[src/sv/bucq_pkg.sv]
// ----------------------------------------------------------------------------
// bucq_pkg
// Shared types, request codes and a hex digit helper for the buffered UART char queues.
// ----------------------------------------------------------------------------
package bucq_pkg;

  localparam int unsigned DEPTH_DEF = 256;

  // request codes
  localparam logic [2:0] REQ_LINE_IN  = 3'd0;
  localparam logic [2:0] REQ_HOST_RD  = 3'd1;
  localparam logic [2:0] REQ_CHAR_WR  = 3'd2;
  localparam logic [2:0] REQ_HEX_WR   = 3'd3;
  localparam logic [2:0] REQ_LINE_RDY = 3'd4;

  localparam logic [7:0] CH_CR = 8'h0D;
  localparam logic [7:0] CH_LF = 8'h0A;

  localparam logic [7:0] HEX_DIGITS = 8'd8;

  // controller -> datapath commands
  typedef struct packed {
    logic latch;     // capture the request fields
    logic eval;      // capture the per-request result flags
    logic rx_wr;     // store line byte in the receive ring
    logic rx_rd;     // pop one byte from the receive ring
    logic tx_rd;     // pop one byte from the transmit ring
    logic tx_push;   // push one byte into the transmit ring
    logic load_out;  // load the result register
  } cmd_t;

  // datapath -> controller status
  typedef struct packed {
    logic [2:0] req;
    logic       rx_full;
    logic       rx_empty;
    logic       tx_empty;
    logic       tx_fit;
    logic       is_lf;
  } sts_t;

  function automatic logic [7:0] hex_digit(input logic [3:0] nib);
    logic [7:0] ch;
    if (nib < 4'd10) begin
      ch = 8'h30 + {4'h0, nib};
    end else begin
      ch = 8'h37 + {4'h0, nib};
    end
    return ch;
  endfunction

endpackage

[src/sv/bucq_in_if.sv]
// ----------------------------------------------------------------------------
// bucq_in_if
// Request channel: valid/ready handshake with the request fields.
// ----------------------------------------------------------------------------
interface bucq_in_if;
  logic        valid;
  logic        ready;
  logic [2:0]  req_type;
  logic [7:0]  line_byte;
  logic [7:0]  host_char;
  logic [31:0] hex_value;

  modport source (output valid, req_type, line_byte, host_char, hex_value, input ready);
  modport sink   (input valid, req_type, line_byte, host_char, hex_value, output ready);
endinterface

[src/sv/bucq_out_if.sv]
// ----------------------------------------------------------------------------
// bucq_out_if
// Result channel: valid/ready handshake with the result fields.
// ----------------------------------------------------------------------------
interface bucq_out_if;
  logic       valid;
  logic       ready;
  logic [7:0] read_byte;
  logic       read_valid;
  logic [7:0] line_tx_byte;
  logic       line_tx_valid;
  logic       write_accepted;
  logic       rx_dropped;
  logic       tx_irq_enable;

  modport source (output valid, read_byte, read_valid, line_tx_byte, line_tx_valid,
                  write_accepted, rx_dropped, tx_irq_enable, input ready);
  modport sink   (input valid, read_byte, read_valid, line_tx_byte, line_tx_valid,
                  write_accepted, rx_dropped, tx_irq_enable, output ready);
endinterface

[src/sv/bucq_ctrl.sv]
// ----------------------------------------------------------------------------
// bucq_ctrl
// Request sequencer: accept, evaluate, push bytes, hand result to output.
// ----------------------------------------------------------------------------
module bucq_ctrl (
  input  logic          clk,
  input  logic          rst_n,
  input  logic          in_valid,
  output logic          in_ready,
  input  logic          out_ready,
  output logic          out_valid,
  input  bucq_pkg::sts_t sts,
  output bucq_pkg::cmd_t cmd
);

  localparam logic [1:0] S_IDLE = 2'd0;
  localparam logic [1:0] S_EVAL = 2'd1;
  localparam logic [1:0] S_PUSH = 2'd2;
  localparam logic [1:0] S_DONE = 2'd3;

  logic [1:0] state_r, state_nxt;
  logic [2:0] cnt_r, cnt_nxt;
  logic       out_valid_r, out_valid_nxt;
  logic       is_wr;
  logic       out_free;

  assign is_wr    = (sts.req == bucq_pkg::REQ_CHAR_WR) || (sts.req == bucq_pkg::REQ_HEX_WR);
  assign out_free = !out_valid_r || out_ready;
  assign in_ready = (state_r == S_IDLE);
  assign out_valid = out_valid_r;

  always_comb begin
    state_nxt = state_r;
    cnt_nxt   = cnt_r;
    cmd       = '0;
    unique case (state_r)
      S_IDLE: begin
        if (in_valid) begin
          cmd.latch = 1'b1;
          state_nxt = S_EVAL;
        end
      end
      S_EVAL: begin
        cmd.eval  = 1'b1;
        state_nxt = S_DONE;
        priority if (sts.req == bucq_pkg::REQ_LINE_IN) begin
          cmd.rx_wr = !sts.rx_full;
        end else if (sts.req == bucq_pkg::REQ_HOST_RD) begin
          cmd.rx_rd = !sts.rx_empty;
        end else if (sts.req == bucq_pkg::REQ_LINE_RDY) begin
          cmd.tx_rd = !sts.tx_empty;
        end else if (is_wr && sts.tx_fit) begin
          state_nxt = S_PUSH;
          if (sts.req == bucq_pkg::REQ_HEX_WR) begin
            cnt_nxt = 3'd7;
          end else if (sts.is_lf) begin
            cnt_nxt = 3'd1;
          end else begin
            cnt_nxt = 3'd0;
          end
        end else begin
          state_nxt = S_DONE;
        end
      end
      S_PUSH: begin
        cmd.tx_push = 1'b1;
        if (cnt_r == 3'd0) begin
          state_nxt = S_DONE;
        end else begin
          cnt_nxt = cnt_r - 3'd1;
        end
      end
      S_DONE: begin
        if (out_free) begin
          cmd.load_out = 1'b1;
          state_nxt    = S_IDLE;
        end
      end
      default: state_nxt = S_IDLE;
    endcase
  end

  always_comb begin
    out_valid_nxt = out_valid_r;
    if (cmd.load_out) begin
      out_valid_nxt = 1'b1;
    end else if (out_ready) begin
      out_valid_nxt = 1'b0;
    end
  end

  always_ff @(posedge clk) begin
    if (!rst_n) begin
      state_r     <= S_IDLE;
      cnt_r       <= '0;
      out_valid_r <= 1'b0;
    end else begin
      state_r     <= state_nxt;
      cnt_r       <= cnt_nxt;
      out_valid_r <= out_valid_nxt;
    end
  end

endmodule

[src/sv/bucq_dp.sv]
// ----------------------------------------------------------------------------
// bucq_dp
// Ring pointers, receive and transmit byte stores, result register.
// ----------------------------------------------------------------------------
module bucq_dp #(
  parameter int unsigned DEPTH = bucq_pkg::DEPTH_DEF
) (
  input  logic           clk,
  input  logic           rst_n,
  input  logic [2:0]     req_type,
  input  logic [7:0]     line_byte,
  input  logic [7:0]     host_char,
  input  logic [31:0]    hex_value,
  input  bucq_pkg::cmd_t cmd,
  output bucq_pkg::sts_t sts,
  output logic [7:0]     read_byte,
  output logic           read_valid,
  output logic [7:0]     line_tx_byte,
  output logic           line_tx_valid,
  output logic           write_accepted,
  output logic           rx_dropped,
  output logic           tx_irq_enable
);

  localparam int unsigned PW = $clog2(DEPTH);
  localparam int unsigned CW = PW + 1;
  localparam int unsigned RW = (CW > 4) ? CW : 4;
  localparam logic [PW-1:0] PTR_LAST = PW'(DEPTH - 1);

  function automatic logic [PW-1:0] ptr_next(input logic [PW-1:0] p);
    logic [PW-1:0] n;
    if (p == PTR_LAST) begin
      n = '0;
    end else begin
      n = p + 1'b1;
    end
    return n;
  endfunction

  logic [7:0]    rx_mem [DEPTH];
  logic [7:0]    tx_mem [DEPTH];

  logic [PW-1:0] rx_w_r, rx_r_r, tx_w_r, tx_r_r;
  logic [2:0]    req_r;
  logic [7:0]    lbyte_r, char_r;
  logic [31:0]   hex_r;
  logic          cr_pend_r;
  logic [7:0]    rx_rdata_r, tx_rdata_r;
  logic          rd_ok_r, tx_ok_r, acc_r, drop_r;
  logic [7:0]    o_read_byte_r, o_tx_byte_r;
  logic          o_read_valid_r, o_tx_valid_r, o_acc_r, o_drop_r, o_irq_r;

  logic [RW-1:0] tx_used, tx_room, need;
  logic [7:0]    push_byte;

  always_comb begin
    if (tx_w_r >= tx_r_r) begin
      tx_used = RW'(tx_w_r) - RW'(tx_r_r);
    end else begin
      tx_used = RW'(tx_w_r) + RW'(DEPTH) - RW'(tx_r_r);
    end
    tx_room = RW'(DEPTH - 1) - tx_used;
    if (req_r == bucq_pkg::REQ_HEX_WR) begin
      need = RW'(bucq_pkg::HEX_DIGITS);
    end else if (char_r == bucq_pkg::CH_LF) begin
      need = RW'(2);
    end else begin
      need = RW'(1);
    end
  end

  assign sts.req      = req_r;
  assign sts.rx_full  = (ptr_next(rx_w_r) == rx_r_r);
  assign sts.rx_empty = (rx_w_r == rx_r_r);
  assign sts.tx_empty = (tx_w_r == tx_r_r);
  assign sts.tx_fit   = (need <= tx_room);
  assign sts.is_lf    = (char_r == bucq_pkg::CH_LF);

  always_comb begin
    if (req_r == bucq_pkg::REQ_HEX_WR) begin
      push_byte = bucq_pkg::hex_digit(hex_r[31:28]);
    end else if (cr_pend_r) begin
      push_byte = bucq_pkg::CH_CR;
    end else begin
      push_byte = char_r;
    end
  end

  // pointers
  always_ff @(posedge clk) begin
    if (!rst_n) begin
      rx_w_r <= '0;
      rx_r_r <= '0;
      tx_w_r <= '0;
      tx_r_r <= '0;
    end else begin
      if (cmd.rx_wr)   rx_w_r <= ptr_next(rx_w_r);
      if (cmd.rx_rd)   rx_r_r <= ptr_next(rx_r_r);
      if (cmd.tx_push) tx_w_r <= ptr_next(tx_w_r);
      if (cmd.tx_rd)   tx_r_r <= ptr_next(tx_r_r);
    end
  end

  // receive store
  always_ff @(posedge clk) begin
    if (cmd.rx_wr) begin
      rx_mem[rx_w_r] <= lbyte_r;
    end
    if (cmd.rx_rd) begin
      rx_rdata_r <= rx_mem[rx_r_r];
    end
  end

  // transmit store
  always_ff @(posedge clk) begin
    if (cmd.tx_push) begin
      tx_mem[tx_w_r] <= push_byte;
    end
    if (cmd.tx_rd) begin
      tx_rdata_r <= tx_mem[tx_r_r];
    end
  end

  // request capture and digit shifter
  always_ff @(posedge clk) begin
    if (cmd.latch) begin
      req_r     <= req_type;
      lbyte_r   <= line_byte;
      char_r    <= host_char;
      hex_r     <= hex_value;
      cr_pend_r <= (host_char == bucq_pkg::CH_LF);
    end else if (cmd.tx_push) begin
      hex_r     <= {hex_r[27:0], 4'h0};
      cr_pend_r <= 1'b0;
    end
  end

  // per-request flags
  always_ff @(posedge clk) begin
    if (cmd.eval) begin
      rd_ok_r <= cmd.rx_rd;
      tx_ok_r <= cmd.tx_rd;
      drop_r  <= (req_r == bucq_pkg::REQ_LINE_IN) && sts.rx_full;
      acc_r   <= ((req_r == bucq_pkg::REQ_CHAR_WR) || (req_r == bucq_pkg::REQ_HEX_WR))
                 && sts.tx_fit;
    end
  end

  // result register
  always_ff @(posedge clk) begin
    if (cmd.load_out) begin
      o_read_byte_r  <= rd_ok_r ? rx_rdata_r : 8'h00;
      o_read_valid_r <= rd_ok_r;
      o_tx_byte_r    <= tx_ok_r ? tx_rdata_r : 8'h00;
      o_tx_valid_r   <= tx_ok_r;
      o_acc_r        <= acc_r;
      o_drop_r       <= drop_r;
      o_irq_r        <= (tx_w_r != tx_r_r);
    end
  end

  assign read_byte      = o_read_byte_r;
  assign read_valid     = o_read_valid_r;
  assign line_tx_byte   = o_tx_byte_r;
  assign line_tx_valid  = o_tx_valid_r;
  assign write_accepted = o_acc_r;
  assign rx_dropped     = o_drop_r;
  assign tx_irq_enable  = o_irq_r;

endmodule

[src/sv/buffered_uart_char_queues.sv]
// Sequence: a request is taken in idle, evaluated, its bytes pushed (writes
//   only) and its result staged; only then is a new request taken.
// A hex write pushes its digits through the single write port of the transmit
//   store (one digit per cycle).
// Reset: synchronous active-low rst_n empties both rings (pointers to zero) and
//   drops any pending result; ring store contents are left as they are.
// ----------------------------------------------------------------------------
// buffered_uart_char_queues
// Receive and transmit byte rings between a serial line and a host, with
// newline expansion and hex word printing on the transmit side.
// ----------------------------------------------------------------------------
module buffered_uart_char_queues #(
  parameter int unsigned DEPTH = bucq_pkg::DEPTH_DEF
) (
  input logic         clk,
  input logic         rst_n,
  bucq_in_if.sink     in_ch,
  bucq_out_if.source  out_ch
);

  bucq_pkg::cmd_t cmd;
  bucq_pkg::sts_t sts;

  // Controller: one request at a time. It takes a transfer in idle, evaluates
  // ring status, steps through byte pushes, then waits for the result register
  // to free up. The result register decouples the output side, so a new
  // request is taken while an earlier result still waits downstream.
  bucq_ctrl u_ctrl (
    .clk       (clk),
    .rst_n     (rst_n),
    .in_valid  (in_ch.valid),
    .in_ready  (in_ch.ready),
    .out_ready (out_ch.ready),
    .out_valid (out_ch.valid),
    .sts       (sts),
    .cmd       (cmd)
  );

  // Datapath: two rings with one write and one read port each, request
  // capture, hex digit shifter and the result payload register.
  bucq_dp #(
    .DEPTH (DEPTH)
  ) u_dp (
    .clk            (clk),
    .rst_n          (rst_n),
    .req_type       (in_ch.req_type),
    .line_byte      (in_ch.line_byte),
    .host_char      (in_ch.host_char),
    .hex_value      (in_ch.hex_value),
    .cmd            (cmd),
    .sts            (sts),
    .read_byte      (out_ch.read_byte),
    .read_valid     (out_ch.read_valid),
    .line_tx_byte   (out_ch.line_tx_byte),
    .line_tx_valid  (out_ch.line_tx_valid),
    .write_accepted (out_ch.write_accepted),
    .rx_dropped     (out_ch.rx_dropped),
    .tx_irq_enable  (out_ch.tx_irq_enable)
  );

  // Never overwrite a result that has not been transferred.
  a_load_free: assert property (@(posedge clk) disable iff (!rst_n)
    cmd.load_out |-> (!out_ch.valid || out_ch.ready))
    else $error("result register loaded while occupied");

  // A result reports at most one outcome.
  a_one_outcome: assert property (@(posedge clk) disable iff (!rst_n)
    out_ch.valid |-> ($countones({out_ch.read_valid, out_ch.line_tx_valid,
                                  out_ch.write_accepted, out_ch.rx_dropped}) <= 1))
    else $error("result carries more than one outcome");

  // A push cycle touches no other ring port and keeps the input closed.
  a_push_excl: assert property (@(posedge clk) disable iff (!rst_n)
    cmd.tx_push |-> !(cmd.rx_wr || cmd.rx_rd || cmd.tx_rd || in_ch.ready))
    else $error("transmit push overlaps another ring access");

  // Taking a request closes the input until the result is staged.
  a_single_item: assert property (@(posedge clk) disable iff (!rst_n)
    (in_ch.valid && in_ch.ready) |=> !in_ch.ready)
    else $error("second request taken while one is in flight");

endmodule
[src/flat_wrapper.sv]
// flat-port wrapper written by rule: the top's interface ports become plain ports
module buffered_uart_char_queues_flat 
#(
  parameter int unsigned DEPTH = bucq_pkg::DEPTH_DEF
)
  (clk, rst_n, in_ch_valid, in_ch_req_type, in_ch_line_byte, in_ch_host_char, in_ch_hex_value, in_ch_ready, out_ch_valid, out_ch_read_byte, out_ch_read_valid, out_ch_line_tx_byte, out_ch_line_tx_valid, out_ch_write_accepted, out_ch_rx_dropped, out_ch_tx_irq_enable, out_ch_ready);
  bucq_in_if in_ch_i ();
  bucq_out_if out_ch_i ();
  input logic clk;
  input logic rst_n;
  input wire logic [$bits(in_ch_i.valid)-1:0] in_ch_valid;
  input wire logic [$bits(in_ch_i.req_type)-1:0] in_ch_req_type;
  input wire logic [$bits(in_ch_i.line_byte)-1:0] in_ch_line_byte;
  input wire logic [$bits(in_ch_i.host_char)-1:0] in_ch_host_char;
  input wire logic [$bits(in_ch_i.hex_value)-1:0] in_ch_hex_value;
  output wire logic [$bits(in_ch_i.ready)-1:0] in_ch_ready;
  output wire logic [$bits(out_ch_i.valid)-1:0] out_ch_valid;
  output wire logic [$bits(out_ch_i.read_byte)-1:0] out_ch_read_byte;
  output wire logic [$bits(out_ch_i.read_valid)-1:0] out_ch_read_valid;
  output wire logic [$bits(out_ch_i.line_tx_byte)-1:0] out_ch_line_tx_byte;
  output wire logic [$bits(out_ch_i.line_tx_valid)-1:0] out_ch_line_tx_valid;
  output wire logic [$bits(out_ch_i.write_accepted)-1:0] out_ch_write_accepted;
  output wire logic [$bits(out_ch_i.rx_dropped)-1:0] out_ch_rx_dropped;
  output wire logic [$bits(out_ch_i.tx_irq_enable)-1:0] out_ch_tx_irq_enable;
  input wire logic [$bits(out_ch_i.ready)-1:0] out_ch_ready;
  assign in_ch_i.valid = in_ch_valid;
  assign in_ch_i.req_type = in_ch_req_type;
  assign in_ch_i.line_byte = in_ch_line_byte;
  assign in_ch_i.host_char = in_ch_host_char;
  assign in_ch_i.hex_value = in_ch_hex_value;
  assign in_ch_ready = in_ch_i.ready;
  assign out_ch_valid = out_ch_i.valid;
  assign out_ch_read_byte = out_ch_i.read_byte;
  assign out_ch_read_valid = out_ch_i.read_valid;
  assign out_ch_line_tx_byte = out_ch_i.line_tx_byte;
  assign out_ch_line_tx_valid = out_ch_i.line_tx_valid;
  assign out_ch_write_accepted = out_ch_i.write_accepted;
  assign out_ch_rx_dropped = out_ch_i.rx_dropped;
  assign out_ch_tx_irq_enable = out_ch_i.tx_irq_enable;
  assign out_ch_i.ready = out_ch_ready;
  buffered_uart_char_queues #(.DEPTH(DEPTH)) u_core (.clk(clk), .rst_n(rst_n), .in_ch(in_ch_i), .out_ch(out_ch_i));
endmodule
[config.mk]
export PLATFORM = sky130hd
export DESIGN_NAME = buffered_uart_char_queues_flat
export DESIGN_NICKNAME = d
export VERILOG_FILES = /design/src/sv/bucq_pkg.sv /design/src/sv/bucq_in_if.sv /design/src/sv/bucq_out_if.sv /design/src/sv/bucq_ctrl.sv /design/src/sv/bucq_dp.sv /design/src/sv/buffered_uart_char_queues.sv /design/src/flat_wrapper.sv
export SDC_FILE = /design/constraint.sdc
export NUM_CORES = 2
export LEC_CHECK = 0
export BUFFER_PORTS_ARGS = -buffer_cell sky130_fd_sc_hd__buf_2
export CORE_UTILIZATION = 50
export CTS_CLUSTER_DIAMETER = 200
export DETAILED_ROUTE_END_ITERATION = 8
export PLACE_DENSITY = 0.7
export SYNTH_ARGS = -nofsm -noshare
export SYNTH_HDL_FRONTEND = slang
export SYNTH_HIERARCHICAL = 1
export SYNTH_SLANG_ARGS = --single-unit
[constraint.sdc]
create_clock -name clk -period 42.6 [get_ports clk]
set_clock_uncertainty 0.15 [all_clocks]
set_input_delay 8.52 -clock clk [delete_from_list [all_inputs] [get_ports clk]]
set_output_delay 8.52 -clock clk [all_outputs]
set_load 0.02 [all_outputs]
==> After elaboration in Yosys (flattened, before gate mapping) <==
Memory sizes are Yosys's and may differ from the RTL's. A register that Yosys moved wholly into a read port is not among the register bits.
Cells that the tools add are included.
{ "classes": {"div_mod_pow": 0, "add_sub_neg": 11, "n_bitwise": 0, "magnitude_cmp": 3, "n_eq_ne": 25, "muxes": 47, "shifts": 0, "n_reduce_logical": 16, "mul": 0} }
{ "ops": {"columns": ["op", "count"], "rows": [
  ["two-way mux 32 bit", 2],
  ["two-way mux 8 bit", 6],
  ["adder 8 x 1 -> 8 bit, second input constant", 4],
  ["== test 8 bit, second input constant", 4],
  ["== test 8 bit", 3],
  ["two-way mux 1 bit", 19],
  ["two-way mux 3 bit", 6],
  ["== test 8 x 4 -> 1 bit, second input constant", 2],
  ["two-way mux 2 bit", 8],
  ["inequality test 2 bit, second input constant", 8],
  ["adder 6 x 4 -> 7 bit, first input constant", 2],
  ["adder 8 x 9 -> 9 bit, second input constant", 1],
  ["<= comparator 9 bit", 1],
  ["two-way mux 9 bit", 1],
  ["subtractor 8 x 8 -> 9 bit", 1],
  ["subtractor 8 x 9 -> 9 bit, first input constant", 1],
  ["subtractor 9 x 8 -> 9 bit", 1],
  ["greater-or-equal comparator 8 bit", 1],
  ["two-way mux 4 bit", 2],
  ["inequality test 8 bit", 1],
  ["one-hot mux 2 bit (4 select lines)", 1],
  ["two-way mux 7 bit", 1],
  ["== test 3 x 2 -> 1 bit, second input constant", 2],
  ["logical NOT 3 bit", 2],
  ["other kinds (14)", 22]
]} }
{ "word_totals": {"ff_bits": 115, "memories": 2, "latchBits": 0, "in_bits": 55, "word_cells": 127, "mem_bits_rw": 4096, "romBits": 0} }
{ "memory_table": {"columns": ["name", "words", "word_bits", "read_ports", "rd_clocked_by_memory_dff", "wr", "line", "rtl"], "rows": [
  ["u_core.u_dp.rx_mem", 256, 8, 1, 1, 1, "bucq_dp.sv:40", "logic [7:0] rx_mem [DEPTH];"],
  ["u_core.u_dp.tx_mem", 256, 8, 1, 1, 1, "bucq_dp.sv:41", "logic [7:0] tx_mem [DEPTH];"]
]} }

==> Longest topological paths before layout <==
{ "logic_depth": {"depth_word": 11, "mapped_depth": 19, "mapped_depth_nobuf": 16} }

==> Hierarchy <==
The synthesis kept the hierarchy.
{ "modules_own_cells": {"columns": ["mod", "cells_per_inst", "seq_area_each_um2", "area_per_inst_um2", "instances"], "rows": [
  ["bucq_dp", 7999, 126431.3, 165322.3, 1],
  ["bucq_ctrl", 55, 120.1, 488.0, 1]
]} }

==> Worst setup path before layout <==
No wires, ideal clock.
{ "synth_timing": {"path_kind": "reg-to-reg", "start": "register u_core.u_dp.req_r[2]", "end": "memory u_core.u_dp.tx_mem[0][7], data pin", "slack_ns": 28.986, "synth_period_minus_slack_ns": 13.614, "t_required_ns": 40.233, "t_arrival_ns": 11.247, "setup_ns": 2.217, "stages_incl_launch_ff": 5, "cell_sequence": "edfxtp_1 inv_1 nand3_1 clkinv_1 nor3b_1"} }
{ "synth_between": {"elab_chain_cells": 2} }
{ "synth_rtl": {"columns": ["element", "line", "rtl"], "rows": [
  ["from (decl)", "bucq_dp.sv:44", "logic [2:0] req_r;"],
  ["from (signal assigned)", "bucq_dp.sv:127", "req_r <= req_type;"],
  ["== test 3 x 2 -> 1 bit", "bucq_dp.sv:80", "if (req_r == bucq_pkg::REQ_HEX_WR) begin"],
  ["two-way mux 8 bit", "bucq_dp.sv:80", null],
  ["via u_core.u_dp.push_byte[7]", "bucq_dp.sv:54", "logic [7:0] push_byte;"],
  ["to (decl)", "bucq_dp.sv:41", null]
]} }
The timed path passes the listed nets, and every way through them passes these cells.

==> Worst setup path after layout <==
{ "layout_timing": {"start": "register u_core.u_ctrl.state_r[1]", "end": "output port in_ch_ready"} }
{ "layout_between": {"elab_chain_cells": 1} }
{ "layout_rtl": {"columns": ["element", "line", "rtl"], "rows": [
  ["from (decl)", "bucq_ctrl.sv:21", "logic [1:0] state_r, state_nxt;"],
  ["from (signal assigned)", "bucq_ctrl.sv:98", "state_r <= state_nxt;"],
  ["logical NOT 2 bit", "bucq_ctrl.sv:29", "assign in_ready = (state_r == S_IDLE);"],
  ["to (decl)", "flat_wrapper.sv:16", "output wire logic [$bits(in_ch_i.ready)-1:0] in_ch_ready;"]
]} }
No other way between the ends.

==> insert_results.sql <==
INSERT INTO impl_metrics (metric_group, metric, value, unit) VALUES
('status', 'outcome', 'complete, no violations', ''),
('timing', 'finalSetupTns', '0', 'ns'),
('synth', 'largest_family_of_logic_cells_by_synthesized_area', 'multiplexers', ''),
('synth', 'synth.net_count', '8138', ''),
('placement', 'dp_hpwl', '247000', 'um'),
('worst_hold_path', 'min_delay_path_depth', '0', ''),
('floorplanning', 'io_pins', '78', ''),
('global_route', 'globalRouteTotalUtil', '25.2', '%'),
('placement', 'port-buffer-count', '77', ''),
('clock_network', 'post_cts.resized_instances', '0', ''),
('worst_setup_path', 'crit-reg2reg-capture', 'u_core/u_dp/tx_rdata_r[0]', ''),
('synth', 'synth.yosys.warnings', '6', ''),
('timing', 'worst_slew_margin_rel', '7.31', '%'),
('power_and_ir_drop', 'powerDensity', '49.6', 'nW/um2'),
('timing', 'min_period_over_period', '24.8', '%'),
('job', 'timing.max_cap.violations', '0', ''),
('worst_setup_path', 'rr_worst_depth', '11', ''),
('clock_network', 'worst_skew_pair.late_latency', '0.97', 'ns'),
('worst_setup_path', 'r2r-start', 'u_core/u_dp/tx_r_r[1]', ''),
('route', 'avgRoutedWirePerCell', '32.7', 'um'),
('synth', 'async_reset_ff_share', '0', '%'),
('synth', 'mappedNetlistArea', '166000', 'um2'),
('route', 'drt-vias-per-instance', '6.52', ''),
('synth', 'synth_compound_gate_area_share', '2.95', '%'),
('floorplanning', 'core', '330000', 'um2'),
('finish', 'area.growth.synth_to_final', '10.6', '%'),
('finish', 'nNetsFinal', '8310', ''),
('synth', 'synth.yosys.seq_area_share', '76.3', '%'),
('placement', 'gp_congestion', '0.860', ''),
('worst_setup_path', 'wp_data_required', '33.93', 'ns'),
('clock_network', 'hold_buf_count_cts', '0', ''),
('route', 'drcViolationCount', '0', ''),
('worst_setup_path', 'crit_path_max_fanout', '5', ''),
('synth', 'synth_simple_gate_area_share', '3.15', '%'),
('synth', 'synth-seq-cells', '4227', ''),
('route', 'drt_pre_antenna_iters', '6', ''),
('worst_setup_path', 'critPathLaunchType', 'flop', ''),
('route', 'detailed_route_via_count', '84414', ''),
('worst_setup_path', 'cp_data_arrival_time', '1.89', 'ns'),
('clock_network', 'clkSinkCount', '4227', ''),
('floorplanning', 'die_area', '334000', 'um2'),
('synth', 'synth_cells', '8054', ''),
('timing', 'final_count_of_negative_setup_slack_endpoints', '0', ''),
('clock_network', 'clock_tree.buffer_depth', '4', ''),
('global_route', 'total_congestion_overflow_after_global_routing', '0', ''),
('synth', 'synthXorXnorAreaFrac', '0.230', '%'),
('timing', 'tightest_slew', '1.39', 'ns'),
('worst_setup_path', 'cp_cell_sequence', 'inv_1 -> ha_1 -> buf_2', ''),
('timing', 'pins_over_slew_limit', '0', ''),
('power_and_ir_drop', 'vdd_ir_drop_max', '0.0000702', 'V'),
('timing', 'fmax', '94.7', 'MHz'),
('finish', 'drive_gt1_share', '21.3', '%'),
('route', 'drt_iter0_markers', '11790', ''),
('clock_network', 'cts_tree', 'built', ''),
('synth', 'post_synth_mux_area_share', '15.2', '%'),
('worst_hold_path', 'min_delay_worst_endpoint', 'u_core/u_dp/write_accepted', ''),
('timing', 'timing_hold_violations_final', '0', ''),
('floorplanning', 'die_w', '578', 'um'),
('worst_setup_path', 'setup.worst_path.end_class', 'primary output', ''),
('synth', 'postSynth.topFlopCell', 'edfxtp_1', ''),
('synth', 'adder_and_majority_gate_portion_of_the_synthesized_area', '0.223', '%'),
('route', 'route.final.wire_length', '424000', 'um'),
('synth', 'synth_enable_flop_cells', '4189', ''),
('worst_hold_path', 'timing.hold.worst.start', 'u_core/u_dp/acc_r', ''),
('global_route', 'antenna_found_initial', '23', ''),
('global_route', 'first_global_vias', '83731', ''),
('finish', 'fill_cells', '24027', ''),
('worst_setup_path', 'critPathKind', 'reg -> out', ''),
('clock_network', 'ctsRootBufferMaster', 'clkbuf_16', ''),
('synth', 'synth_area_per_cell', '20.6', 'um2'),
('synth', 'count_of_unique_library_cells_instantiated_by_yosys', '95', '');
-- logic make-up (layout without fill, tap and decap cells) --
logic type,after synthesis,count (layout)
buffers and inverters,513,1025
AND/OR/NAND/NOR,1184,1184
multiplexers,1361,1361
AO/OA/AOI/OAI,698,698
adder cells (fa/ha/maj),29,29
flip-flops,4227,4227
XOR/XNOR,42,42
other,0,8
-- sequential cells by signal, indices dropped and copies added, names as in the netlist, 2 cells and up --
name	flops
u_core/u_dp/rx_mem	2048
u_core/u_dp/tx_mem	2048
u_core/u_dp/hex_r	32
u_core/u_dp/char_r	8
u_core/u_dp/lbyte_r	8
u_core/u_dp/line_tx_byte	8
u_core/u_dp/read_byte	8
u_core/u_dp/rx_r_r	8
u_core/u_dp/rx_rdata_r	8
u_core/u_dp/rx_w_r	8
u_core/u_dp/tx_r_r	8
u_core/u_dp/tx_rdata_r	8
u_core/u_dp/tx_w_r	8
u_core/u_ctrl/cnt_r	3
u_core/u_dp/req_r	3
u_core/u_ctrl/state_r	2
-- stage by stage --
| step | power [mW] | instances | hold slack, ns | util (%) | cell area, um2 |
|---|---|---|---|---|---|
| 3_3_place_gp | 5.57 | 12176 | 0.324 | 51.5 | 170000 |
| 2_1_floorplan | 5.45 | 8054 | 0.250 | - | 166000 |
| 6_report | 9.09 | 12940 | 0.340 | 55.5 | 183000 |
| 3_5_place_dp | 5.62 | 12176 | 0.289 | 51.5 | 170000 |
| 4_1_cts | 9.13 | 12931 | 0.332 | 55.5 | 183000 |
| 5_1_grt | 9.32 | 12933 | 0.345 | 55.5 | 183000 |
-- Yosys cell counts, types with 23 or more instances --
| cell type | instances | area [um2] |
|---|---|---|
| nand3_1 | 58 | 290 |
| nor3_1 | 42 | 210 |
| o21ai_0 | 94 | 470 |
| dfxtp_1 | 38 | 761 |
| a221oi_1 | 43 | 377 |
| and2_1 | 56 | 350 |
| ha_1 | 28 | 350 |
| inv_1 | 29 | 109 |
| nand2_1 | 245 | 920 |
| buf_6 | 38 | 428 |
| clkbuf_1 | 179 | 672 |
| mux2_2 | 57 | 642 |
| buf_12 | 26 | 521 |
| buf_2 | 134 | 671 |
| buf_4 | 69 | 518 |
| nand4_1 | 23 | 144 |
| a21oi_1 | 115 | 576 |
| nor2_1 | 611 | 2290 |
| mux4_2 | 893 | 20100 |
| a22oi_1 | 63 | 473 |
| o22ai_1 | 88 | 551 |
| nor2b_1 | 41 | 257 |
| edfxtp_1 | 4189 | 126000 |
| mux2i_1 | 391 | 3910 |
| xnor2_1 | 31 | 272 |
| o221ai_1 | 72 | 631 |
| a211oi_1 | 63 | 473 |
-- layout make-up --
cell class	instances	area, um2	share of cell area (%)
Inverter	32	128	0.0696
Antenna cell	8	20.0	0.0109
Timing Repair Buffer	238	1780	0.972
Clock buffer	510	11000	5.98
Multi-Input combinational cell	3314	36200	19.8
Tap cell	4366	5460	2.98
Sequential cell	4227	127000	69.1
Clock inverter	245	2150	1.18
-- where the power goes --
group | internal, mW | total (mW) | switching, mW | leakage [nW]
Sequential | 4.95 | 4.97 | 0.0199 | 38.1
Clock | 2.03 | 3.56 | 1.53 | 6.40
Combinational | 0.0769 | 0.557 | 0.480 | 10.3
Total | 7.06 | 9.09 | 2.03 | 54.8
-- how the worst max path moves through the flow --
stage / from / endpoint / slack (ns) / cells after the start
2_1_floorplan: u_core/u_dp/req_r[2] / u_core/u_dp/tx_mem[0][7] / 28.99 / 4
3_3_place_gp: in_ch_valid / u_core/u_dp/hex_r[0] / 31.89 / 3
3_5_place_dp: in_ch_valid / u_core/u_dp/hex_r[11] / 31.78 / 3
4_1_cts: u_core/u_ctrl/state_r[0] / in_ch_ready / 31.97 / 3
5_1_grt: u_core/u_ctrl/state_r[0] / in_ch_ready / 31.95 / 3
6_report: u_core/u_ctrl/state_r[1] / in_ch_ready / 32.04 / 3
-- worst max-delay path: cells and delay by family (launching register included) --
| kind | cells | cell delay (ns) |
|---|---|---|
| buffers and inverters | 2 | 0.27 |
| adders and majority gates | 1 | 0.24 |
| DFF | 1 | 0.42 |
-- placed cells by master, fill, tap and decap left out, drive strengths merged, types with 14 or more instances in the layout --
cell / Yosys / final
a2111oi: 18 / 18
a211oi: 63 / 63
a21oi: 115 / 115
a221oi: 47 / 47
a22oi: 64 / 64
a31oi: 20 / 20
and2: 58 / 58
and3: 22 / 22
buf: 300 / 238
bufinv: 0 / 35
clkbuf: 181 / 510
clkinv: 2 / 188
clkinvlp: 0 / 14
dfxtp: 38 / 38
edfxtp: 4189 / 4189
ha: 28 / 28
inv: 30 / 40
mux2: 59 / 59
mux2i: 391 / 391
mux4: 911 / 911
nand2: 245 / 245
nand3: 58 / 58
nand4: 23 / 23
nor2: 611 / 611
nor2b: 42 / 42
nor3: 42 / 42
o21ai: 105 / 105
o221ai: 72 / 72
o22ai: 88 / 88
or3: 21 / 21
xnor2: 31 / 31
-- metal layers --
metal  vias up  GRT usage (%)  wire length (um)
li1      33665              -                 -
met1     44357           36.0            161000
met2      5555           38.1            194000
met3       819           6.51             52900
met4        18           8.21             15100
met5         -              0               431
Note: power is estimated with default switching activity, not from simulation.
